### src/hdl/f2e4m3_pkg.sv
// Shared types, register indexes and rounding helper for the FP32 to FP8 E4M3 converter.
// No dependencies; imported by fp32_to_fp8_e4m3_convert.
package f2e4m3_pkg;

  // Configuration register indexes.
  localparam logic [2:0] CFG_ROUND_MODE      = 3'd0;
  localparam logic [2:0] CFG_KEEP_SUBNORMALS = 3'd1;
  localparam logic [2:0] CFG_CLAMP_OVERFLOW  = 3'd2;
  localparam logic [2:0] CFG_TINY_BEFORE_RND = 3'd3;

  // Rounding modes.
  localparam logic [1:0] RM_NEAREST_EVEN = 2'd0;
  localparam logic [1:0] RM_TOWARD_MINUS = 2'd1;
  localparam logic [1:0] RM_TOWARD_PLUS  = 2'd2;
  localparam logic [1:0] RM_TOWARD_ZERO  = 2'd3;

  // Magnitudes of the NaN code and of the largest finite value (448).
  localparam logic [6:0] NAN_MAG = 7'h7F;
  localparam logic [6:0] MAX_MAG = 7'h7E;

  // Single-precision exponent codes at the edges of the E4M3 ranges.
  localparam logic [7:0] EXP_ALL_ONES   = 8'hFF;
  localparam logic [7:0] EXP_MIN_NORMAL = 8'd121;  // 2^-6
  localparam logic [7:0] EXP_ALIGN_MIN  = 8'd98;   // below this only sticky survives

  typedef enum logic [2:0] {
    CLS_ZERO,    // signed zero, no flags
    CLS_NAN,     // infinity or NaN in, signed NaN out
    CLS_FLUSH,   // tiny result flushed to signed zero
    CLS_NORMAL,  // normal-range rounding
    CLS_SUBNORM  // subnormal-precision rounding
  } cls_e;

  typedef struct packed {
    logic       sign;
    cls_e       cls;
    logic       inv;
    logic       ovf_pre;  // biased exponent already above 15
    logic [3:0] be;       // biased E4M3 exponent, low bits
    logic [3:0] mant;     // hidden bit and three kept bits
    logic       rnd;
    logic       stk;
  } s2_t;

  function automatic logic round_inc(input logic [1:0] mode, input logic sign,
                                     input logic lsb, input logic rnd, input logic stk);
    logic inc;
    inc = 1'b0;
    case (mode)
      RM_NEAREST_EVEN: inc = rnd & (lsb | stk);
      RM_TOWARD_MINUS: inc = sign & (rnd | stk);
      RM_TOWARD_PLUS:  inc = ~sign & (rnd | stk);
      default:         inc = 1'b0;
    endcase
    return inc;
  endfunction

endpackage

### src/hdl/fp32_to_fp8_e4m3_convert.sv
// FP32 to FP8 E4M3 converter: three-stage pipeline with valid/stall channels.
// Depends on f2e4m3_pkg (types, register indexes, rounding helper).
//
//   Channel  Direction  Handshake                 Payload
//   in       sink       in_valid_i / in_stall_o   single_bits_i[31:0]
//   out      source     out_valid_o / out_stall_i fp8_byte_o[7:0], four flags
//   cfg      sink       cfg_valid_i / cfg_ready_o cfg_index_i[2:0], cfg_data_i[1:0]
//
// An accepted transaction passes through the three register stages in order: input
// capture, classify and align, round and pack, the last of which drives the output.
// One transaction is accepted per cycle in steady state while out_stall_i is low.
// Reset clears the stage valid bits and loads the configuration defaults.
// A stall on the output holds the output register; each stage moves only when
// the next one is empty or moving, so transactions are neither lost nor repeated.
module fp32_to_fp8_e4m3_convert (
  input  logic        clk_i,
  input  logic        rst_ni,
  input  logic        in_valid_i,
  output logic        in_stall_o,
  input  logic [31:0] single_bits_i,
  output logic        out_valid_o,
  input  logic        out_stall_i,
  output logic [7:0]  fp8_byte_o,
  output logic        inexact_flag_o,
  output logic        underflow_flag_o,
  output logic        overflow_flag_o,
  output logic        invalid_flag_o,
  input  logic        cfg_valid_i,
  output logic        cfg_ready_o,
  input  logic [2:0]  cfg_index_i,
  input  logic [1:0]  cfg_data_i
);
  import f2e4m3_pkg::*;

  // Configuration registers. The user must change them only while the pipeline is empty
  // (the block itself does not enforce this), so every stage reads them directly.
  logic [1:0] round_mode_q;
  logic       keep_sub_q;
  logic       clamp_q;
  logic       tiny_before_q;

  assign cfg_ready_o = 1'b1;

  always_ff @(posedge clk_i or negedge rst_ni) begin
    if (!rst_ni) begin
      round_mode_q  <= RM_NEAREST_EVEN;
      keep_sub_q    <= 1'b1;
      clamp_q       <= 1'b0;
      tiny_before_q <= 1'b1;
    end else if (cfg_valid_i && cfg_ready_o) begin
      unique case (cfg_index_i)
        CFG_ROUND_MODE:      round_mode_q  <= cfg_data_i;
        CFG_KEEP_SUBNORMALS: keep_sub_q    <= cfg_data_i[0];
        CFG_CLAMP_OVERFLOW:  clamp_q       <= cfg_data_i[0];
        CFG_TINY_BEFORE_RND: tiny_before_q <= cfg_data_i[0];
        default: ;
      endcase
    end
  end

  // Pipeline flow control. A stage advances when the stage after it is empty
  // or is itself advancing in this cycle.
  logic v1_q, v2_q, v3_q;
  logic adv1, adv2, adv3;

  assign adv3       = !v3_q || !out_stall_i;
  assign adv2       = !v2_q || adv3;
  assign adv1       = !v1_q || adv2;
  assign in_stall_o = !adv1;

  always_ff @(posedge clk_i or negedge rst_ni) begin
    if (!rst_ni) begin
      v1_q <= 1'b0;
      v2_q <= 1'b0;
      v3_q <= 1'b0;
    end else begin
      if (adv1) v1_q <= in_valid_i;
      if (adv2) v2_q <= v1_q;
      if (adv3) v3_q <= v2_q;
    end
  end

  // Stage 1: capture the input word.
  logic [31:0] x_q;

  always_ff @(posedge clk_i) begin
    if (adv1 && in_valid_i) begin
      x_q <= single_bits_i;
    end
  end

  // Stage 2: classify the input and align the significand. Normal-range values keep
  // the top four significand bits; values below 2^-6 are flushed or, if subnormals are
  // kept, shifted to subnormal precision, every bit shifted out folded into sticky.
  logic        x_sign;
  logic [7:0]  x_exp;
  logic [22:0] x_frac;
  logic [23:0] sig;
  logic [7:0]  shamt;
  logic [47:0] shifted;
  logic [7:0]  be_full;
  s2_t         s2_d, s2_q;

  assign x_sign  = x_q[31];
  assign x_exp   = x_q[30:23];
  assign x_frac  = x_q[22:0];
  assign sig     = {(x_exp != 8'd0), x_frac};
  assign shamt   = EXP_MIN_NORMAL - x_exp;
  assign shifted = {sig, 24'd0} >> shamt[4:0];
  assign be_full = x_exp - 8'd120;

  always_comb begin
    s2_d         = '0;
    s2_d.sign    = x_sign;
    s2_d.cls     = CLS_ZERO;
    s2_d.ovf_pre = (be_full > 8'd15);
    s2_d.be      = be_full[3:0];
    if (x_exp == 8'd0 && (x_frac == 23'd0 || !keep_sub_q)) begin
      s2_d.cls = CLS_ZERO;
    end else if (x_exp == EXP_ALL_ONES) begin
      s2_d.cls = CLS_NAN;
      // A NaN with the quiet bit clear is signalling.
      s2_d.inv = (x_frac != 23'd0) && !x_frac[22];
    end else if (x_exp >= EXP_MIN_NORMAL) begin
      s2_d.cls  = CLS_NORMAL;
      s2_d.mant = sig[23:20];
      s2_d.rnd  = sig[19];
      s2_d.stk  = |sig[18:0];
    end else if (!keep_sub_q) begin
      s2_d.cls = CLS_FLUSH;
    end else begin
      s2_d.cls = CLS_SUBNORM;
      if (x_exp == 8'd0 || x_exp < EXP_ALIGN_MIN) begin
        // Shifted past every kept and round position: only sticky remains.
        s2_d.stk = 1'b1;
      end else begin
        s2_d.mant = shifted[47:44];
        s2_d.rnd  = shifted[43];
        s2_d.stk  = |shifted[42:0];
      end
    end
  end

  always_ff @(posedge clk_i) begin
    if (adv2 && v1_q) begin
      s2_q <= s2_d;
    end
  end

  // Stage 3: round, detect overflow and tininess, and pack the result byte.
  logic       inc;
  logic [4:0] m5;
  logic [2:0] n_mant;
  logic [4:0] n_be;
  logic       n_ovf;
  logic       sub_tiny;
  logic [7:0] byte_d;
  logic       inx_d, unf_d, ovf_d, inv_d;

  assign inc      = round_inc(round_mode_q, s2_q.sign, s2_q.mant[0], s2_q.rnd, s2_q.stk);
  assign m5       = {1'b0, s2_q.mant} + {4'd0, inc};
  assign n_mant   = m5[4] ? m5[3:1] : m5[2:0];
  assign n_be     = {1'b0, s2_q.be} + {4'd0, m5[4]};
  assign n_ovf    = s2_q.ovf_pre || (n_be > 5'd15) || (n_be == 5'd15 && n_mant == 3'd7);
  assign sub_tiny = tiny_before_q || !m5[3];

  always_comb begin
    byte_d = {s2_q.sign, 7'd0};
    inx_d  = 1'b0;
    unf_d  = 1'b0;
    ovf_d  = 1'b0;
    inv_d  = 1'b0;
    case (s2_q.cls)
      CLS_NAN: begin
        byte_d = {s2_q.sign, NAN_MAG};
        inv_d  = s2_q.inv;
      end
      CLS_FLUSH: begin
        unf_d = 1'b1;
        inx_d = 1'b1;
      end
      CLS_NORMAL: begin
        inx_d = s2_q.rnd | s2_q.stk | n_ovf;
        ovf_d = n_ovf;
        if (n_ovf) begin
          // Without clamping, overflow goes to NaN or to 448 by rounding direction.
          if (clamp_q || round_mode_q == RM_TOWARD_ZERO) begin
            byte_d = {s2_q.sign, MAX_MAG};
          end else if (round_mode_q == RM_NEAREST_EVEN) begin
            byte_d = {s2_q.sign, NAN_MAG};
          end else if (round_mode_q == RM_TOWARD_PLUS) begin
            byte_d = {s2_q.sign, s2_q.sign ? MAX_MAG : NAN_MAG};
          end else begin
            byte_d = {s2_q.sign, s2_q.sign ? NAN_MAG : MAX_MAG};
          end
        end else begin
          byte_d = {s2_q.sign, n_be[3:0], n_mant};
        end
      end
      CLS_SUBNORM: begin
        // A carry into bit 3 lands on the smallest normal, exponent field 1.
        inx_d  = s2_q.rnd | s2_q.stk;
        unf_d  = (s2_q.rnd | s2_q.stk) & sub_tiny;
        byte_d = {s2_q.sign, 3'd0, m5[3], m5[2:0]};
      end
      default: ;
    endcase
  end

  always_ff @(posedge clk_i) begin
    if (adv3 && v2_q) begin
      fp8_byte_o       <= byte_d;
      inexact_flag_o   <= inx_d;
      underflow_flag_o <= unf_d;
      overflow_flag_o  <= ovf_d;
      invalid_flag_o   <= inv_d;
    end
  end

  assign out_valid_o = v3_q;

  // Overflow and underflow are always reported together with inexact.
  assert property (@(posedge clk_i) disable iff (!rst_ni)
    out_valid_o && (overflow_flag_o || underflow_flag_o) |-> inexact_flag_o)
    else $error("overflow or underflow without inexact");

  // An invalid operation only comes from a NaN input and always yields NaN.
  assert property (@(posedge clk_i) disable iff (!rst_ni)
    out_valid_o && invalid_flag_o |-> fp8_byte_o[6:0] == NAN_MAG && !inexact_flag_o)
    else $error("invalid flag on a non-NaN result");

  // A full middle stage blocked by the output register keeps its contents.
  assert property (@(posedge clk_i) disable iff (!rst_ni)
    v2_q && !adv3 |=> v2_q && $stable(s2_q))
    else $error("middle stage changed while blocked");

  // An accepted transaction always lands in the first stage.
  assert property (@(posedge clk_i) disable iff (!rst_ni)
    in_valid_i && !in_stall_o |=> v1_q)
    else $error("accepted transaction lost at stage one");

endmodule
### config.mk
export PLATFORM = sky130hd
export DESIGN_NAME = fp32_to_fp8_e4m3_convert
export DESIGN_NICKNAME = d
export VERILOG_FILES = /design/src/hdl/f2e4m3_pkg.sv /design/src/hdl/fp32_to_fp8_e4m3_convert.sv
export SDC_FILE = /design/constraint.sdc
export NUM_CORES = 1
export LEC_CHECK = 0
export BUFFER_PORTS_ARGS = -buffer_cell sky130_fd_sc_hd__buf_2
export CAP_MARGIN = 20
export CORE_AREA = 2 2 97 99
export CTS_CLUSTER_DIAMETER = 60
export DETAILED_ROUTE_END_ITERATION = 7
export DIE_AREA = 0 0 99 101
export GPL_ROUTABILITY_DRIVEN = 0
export PLACE_DENSITY = 0.66
export SYNTH_ARGS = -nofsm -noshare
export SYNTH_HDL_FRONTEND = slang
export SYNTH_SLANG_ARGS = --single-unit
### constraint.sdc
create_clock -name clk_i -period 3.4 [get_ports clk_i]
set_clock_uncertainty 0.1 [all_clocks]
set_input_delay 0.34 -clock clk_i [delete_from_list [all_inputs] [get_ports clk_i]]
set_output_delay 0.34 -clock clk_i [all_outputs]
set_load 0.01 [all_outputs]
==> flow_summary.ini, run 1 <==
[pwr]
total_power_mw = 2.23
p_leak_nw = 1.77
cellPowerDensity_nw_per_um2 = 472
peakVddDrop_mv = 0.219

[synthesis]
synth_xor_area_frac = 0.0155
yosys-top-cells-area = edfxtp_1 46%, mux4_2 6.8%, dfrtp_1 3.8%
syn-instance-count = 337
synth_warnings = 0
syn_nets = 388
yosys_register_bits = 68
synth.avg_cell_area_um2 = 11.7
synth.largest_area_cell = edfxtp_1
synth_top_area_frac = 0.456
synth_cell_types = 63
ys_async_sr_fraction = 0.118
synthAdderAreaFrac = 0.0285
synth_compound_area_frac = 0.143
synth_edf_count = 60
synth_flop_cell = edfxtp_1
synth_mux_area_frac = 0.119
yosysSeqAreaShare = 0.507
synthSimpleGateAreaFrac = 0.152
syn_area_um2 = 3950
synthTopCellsByCount = 60 x edfxtp_1, 24 x nor2_1, 20 x a21oi_1, 20 x nand2_1, 20 x o21ai_0
synth.most_common_cell = edfxtp_1
synth_top_family_by_area = simple AND/OR/NAND/NOR gates

[layout]
syn_to_final_growth_pct = 19.5
fin_nets = 458
fin_cells = 523
final_util = 0.526
diodes = 0
drive_gt1_frac = 0.311

[clock_tree]
clock_sinks = 68
cts_buffer_depth = 2
htreeDepth = 3
numCtsBuffers = 9
cts-root-buf = clkbuf_8
clk_latency_ns = 0.36
cts_tree = done
clk_pin_slew_worst_paths_ns = 0.08

[sta]
tns_ns = 0
setup_violations = 0
slew_headroom = 0.561
timing_hold_violations_final = 0
holdWs_ns = 0.0546
worstMarginPinSlew_ns = 0.658
fmax_mhz = 300
period_needed_ns = 3.34
min_period_over_period = 0.982
slew_viol_final = 0
rsz0062_at_grt = true

[critical_path]
rrSetupSlack_ns = 0.06
crit_buf_inv = 1
crit_top_cell = ha_4
max_stage_delay_ns = 0.38
crit_chain = inv_2 > ha_4 > xor2_2 > a21o_1 > a21oi_1 > nor3_1 > ha_2 > ha_4 > and3_4 > ha_4 > ha_4 > and4_4 > nand2_2 > o31ai_4 > o211ai_1 > o21ai_1 > nand2_1 > a21oi_2
critPathTopFamily = compound AO/OA/AOI/OAI gates
crit_type = flop to flop
start_kind = flop
crit_arrival_ns = 3.46
cp-end-kind = flop
crit_slowest_cell = dfrtp_1
cp.required_ns = 3.52
cp_max_fo = 4

[grt]
grt_overflow = 0
antenna_found_initial = 0
grt_max_degree = 39
grt_pass1_vias = 2799
grt_pass1_wl_mm = 13.4
track_usage = 0.169

[drt]
firstDrtPassIters = 4
drc = 0
wl_per_cell_um = 15.7
drt_iter0_drc = 122
drtAntennaViolNets = 0
vias_per_cell = 5.80
vias = 3036
routed_wl_mm = 8.23

[place]
hpwl_mm = 5.89
dpl.cell_count = 503
portBuffers = 55

[floorplanning]
pin_count = 57
die_w_um = 99
rows = 35
die_area_um2 = 10000
die_h_um = 101
start_util = 0.440
core_area_um2 = 8980

[run]
maxCapViolations = 0

[worst_hold_path]
hp-class = input pin to flop

[outcome]
outcome = completed
[registers in the layout, indices dropped and copies added (netlist names)]
name / cells
clamp_q: 1
fp8_byte_o: 8
inexact_flag_o: 1
invalid_flag_o: 1
keep_sub_q: 1
out_valid_o: 1
overflow_flag_o: 1
round_mode_q: 2
s2_q: 16
tiny_before_q: 1
underflow_flag_o: 1
v1_q: 1
v2_q: 1
x_q: 32
[area by class of cell]
class                      instances  area, µm²
multi-input combinational        244       1910
sequential                        68       2000
timing repair buffer              73        413
inverter                          11       41.3
tap                              111        139
clock inverter                     5       58.8
fill                             776       4260
clock buffer                      11        151
[metrics by stage]
| stage | area [µm²] | setup WS (ns) |
|---|---|---|
| after floorplan | 3960 | 0.0161 |
| after global placement | 4390 | 0.0192 |
| after CTS | 4670 | 0.0147 |
| final | 4720 | 0.0626 |
| after global routing | 4720 | -0.0822 |
| after detailed placement | 4390 | -0.182 |
[repair_timing]
action                     CTS  global route
setup endpoints to repair    2             5
gates resized for setup     11             7
pin swaps                    5             5
hold endpoints to repair     8             0
hold buffers                 1             0
gates cloned                 0             0
buffers inserted             2             1
[where the power goes]
| part | leakage [nW] | internal, mW | switching, mW |
|---|---|---|---|
| Combinational | 0.999 | 0.212 | 0.228 |
| Sequential | 0.670 | 1.01 | 0.0768 |
| Clock | 0.102 | 0.380 | 0.320 |
[cells in the final DEF, fill, tap and decap left out, types with 5 or more instances in the layout]
master and count:
o211ai_1 5, nor2b_1 6, mux2i_1 14, nand2b_1 6, buf_2 55, o21ai_0 19
a31oi_1 7, edfxtp_1 60, dfrtp_1 6, a32oi_1 5, clkbuf_8 11, a21oi_1 19
buf_4 17, mux4_2 12, nand4_1 7, nand2_1 19, nor3_1 12, nor2_1 24
inv_1 9, nand3_1 5, nor4_1 5
[routing by layer]
metal | track usage | routed length [µm] | up-vias
li1 | - | - | 1466
met1 | 0.210 | 3580 | 1488
met2 | 0.283 | 4150 | 65
met3 | 0.0388 | 333 | 17
met4 | 0.0748 | 157 | 0
met5 | 0 | 0 | -
[final timing paths]
path / start / end / cells after the start
min reg2reg: x_q[31] / s2_q[15] / 0
max in group asynchronous: rst_ni / keep_sub_q / 2
min in group asynchronous: rst_ni / clamp_q / 2
min: single_bits_i[26] / x_q[26] / 1
max: round_mode_q[0] / fp8_byte_o[0] / 18
max reg2reg: round_mode_q[0] / fp8_byte_o[0] / 18
[cell families after synthesis]
kind of cell / Yosys count
XOR/XNOR: 7
adder cells (fa/ha/maj): 9
multiplexers: 31
flip-flops: 68
AND/OR/NAND/NOR: 111
AO/OA/AOI/OAI: 85
other: 1
buffers and inverters: 25
No activity file was read; power rests on OpenSTA's default activity.
==> run 2: changes to the inputs <==
PLACE_DENSITY = 0.67   (was 0.66)
==> run 2 against run 1 <==
Effect of this change: first-iteration DRC count up 49%; fmax up 1.9%; utilization down 0.39 points; sequential power about the same; global-route usage down 0.19 points; flip-flop and latch count unchanged; sequential share of layout area up 0.32 points; final cell count down 0.57%; register-to-register slack better by 0.06 ns; die area unchanged; largest power group unchanged; highest routed layer unchanged.
==> flow_summary.ini, run 2 (synthesis results as in run 1) <==
[critical_path]
worst-path-stages = 15
crit_top_cell = ha_4
start_kind = flop
worstReg2RegStart = round_mode_q[1]
max_stage_delay_ns = 0.44
cp-end-kind = flop
crit_type = flop to flop
cp.required_ns = 3.38
r2r_cells = 15
crit_slowest_cell = dfrtp_1
crit_arrival_ns = 3.26
crit_chain = ha_4 > xor2_2 > a21o_1 > a21oi_2 > nor3_2 > ha_2 > ha_4 > and3_4 > ha_4 > ha_4 > a31oi_1 > o31ai_4 > buf_4 > o21ai_0 > a21oi_1
critPathTopFamily = compound AO/OA/AOI/OAI gates
cp_max_fo = 4
timing.rr.end = fp8_byte_o[3]
rrSetupSlack_ns = 0.12
crit_buf_inv = 1

[grt]
grt_max_degree = 36
track_usage = 0.167
antenna_found_initial = 0
grt_pass1_vias = 2858
grt_overflow = 0
grt_pass1_wl_mm = 13.4

[sta]
slew_viol_final = 0
timing_hold_violations_final = 0
worstMarginPinSlew_ns = 0.638
rsz0062_at_grt = true
fmax_mhz = 305
slew_headroom = 0.568
timing.final.ws_setup_ns = 0.124
setup_violations = 0
period_needed_ns = 3.28
min_period_over_period = 0.964

[worst_hold_path]
whs_endpoint = x_q[6]
hp-class = input pin to flop
hold_path_depth = 1
min_from = single_bits_i[6]

[floorplanning]
core_area_um2 = 8980
start_util = 0.440
pin_count = 57
die_w_um = 99
die_h_um = 101
rows = 35
die_area_um2 = 10000

[drt]
drtAntennaViolNets = 0
drc = 0
vias = 3036
firstDrtPassIters = 5
wl_per_cell_um = 15.7
routed_wl_mm = 8.19
vias_per_cell = 5.84
drt_iter0_drc = 182

[pwr]
p_leak_nw = 1.75
peakVddDrop_mv = 0.199
cellPowerDensity_nw_per_um2 = 460

[clock_tree]
numCtsBuffers = 9
cts_tree = done
clk_latency_ns = 0.34
htreeDepth = 3
clock_sinks = 68
cts_buffer_depth = 2
cts-root-buf = clkbuf_8
clk_pin_slew_worst_paths_ns = 0.08

[place]
portBuffers = 55
hpwl_mm = 5.74
dpl.cell_count = 500
pre_cts_ws_ns = -0.107

[layout]
syn_to_final_growth_pct = 18.7
fin_cells = 520
diodes = 0
final_common_cell = edfxtp_1
largest_register_ffs = 32
layout_common_cells = 60 x edfxtp_1, 55 x buf_2, 24 x nor2_1
fin_nets = 455
largest_registers = x_q (32), s2_q (16), fp8_byte_o (8)
drive_gt1_frac = 0.308
regMostFlops = x_q

[outcome]
outcome = completed

[run]
maxCapViolations = 0
run 2: timing repair:
action	4_1_cts	5_1_grt
gates cloned	0	0
buffers inserted	2	1
hold buffers	1	0
hold endpoints to repair	8	0
setup endpoints to repair	4	6
pin swaps	6	9
resized for setup	8	11
run 2: cell type report:
type                       count  area, µm²
fill                         769       4290
sequential                    68       2000
multi-input combinational    244       1930
timing repair buffer          70        390
clock buffer                  11        151
tap                          111        139
inverter                      11       41.3
clock inverter                 5       35.0
run 2: per-stage QoR:
stage	hold slack, ns	utilization	setup TNS (ns)	total power [mW]	instance area (µm²)
after global routing	0.0464	0.522	-0.00671	2.25	4690
final	0.0667	0.522	0	2.15	4690
after detailed placement	0.0961	0.486	-0.193	1.50	4360
after floorplan	-0.0556	-	0	1.37	3960
after CTS	0.0460	0.512	0	2.13	4600
after global placement	0.0884	0.486	0	1.48	4360
run 2: worst max-delay path by stage:
stage	end	from
2_1_floorplan	fp8_byte_o[0]	round_mode_q[0]
3_3_place_gp	fp8_byte_o[0]	round_mode_q[0]
3_5_place_dp	fp8_byte_o[0]	round_mode_q[0]
4_1_cts	fp8_byte_o[0]	round_mode_q[0]
5_1_grt	fp8_byte_o[0]	round_mode_q[0]
6_report	fp8_byte_o[3]	round_mode_q[1]
run 2: report_power, final:
part | total, mW | internal [mW] | switching, mW | leakage, nW
combinational | 0.439 | 0.207 | 0.232 | 0.986
sequential | 1.09 | 1.01 | 0.0793 | 0.670
clock | 0.624 | 0.306 | 0.318 | 0.0957
total | 2.15 | 1.53 | 0.629 | 1.75
run 2: routing by layer:
metal | global-route usage | routed length [µm] | vias up
met4 | 0.0959 | 257 | 0
met1 | 0.207 | 3550 | 1448
met5 | 0 | 0 | -
met2 | 0.274 | 3980 | 114
li1 | - | - | 1455
met3 | 0.0319 | 394 | 19
run 2: worst register-to-register path: stages, from the launching register on:
cell     delay, ns
dfrtp_1       0.44
ha_4          0.19
xor2_2        0.15
a21o_1        0.18
a21oi_2       0.13
nor3_2        0.05
ha_2          0.20
ha_4          0.16
and3_4        0.18
ha_4          0.16
ha_4          0.16
a31oi_1       0.31
o31ai_4       0.14
buf_4         0.17
o21ai_0       0.20
a21oi_1       0.10
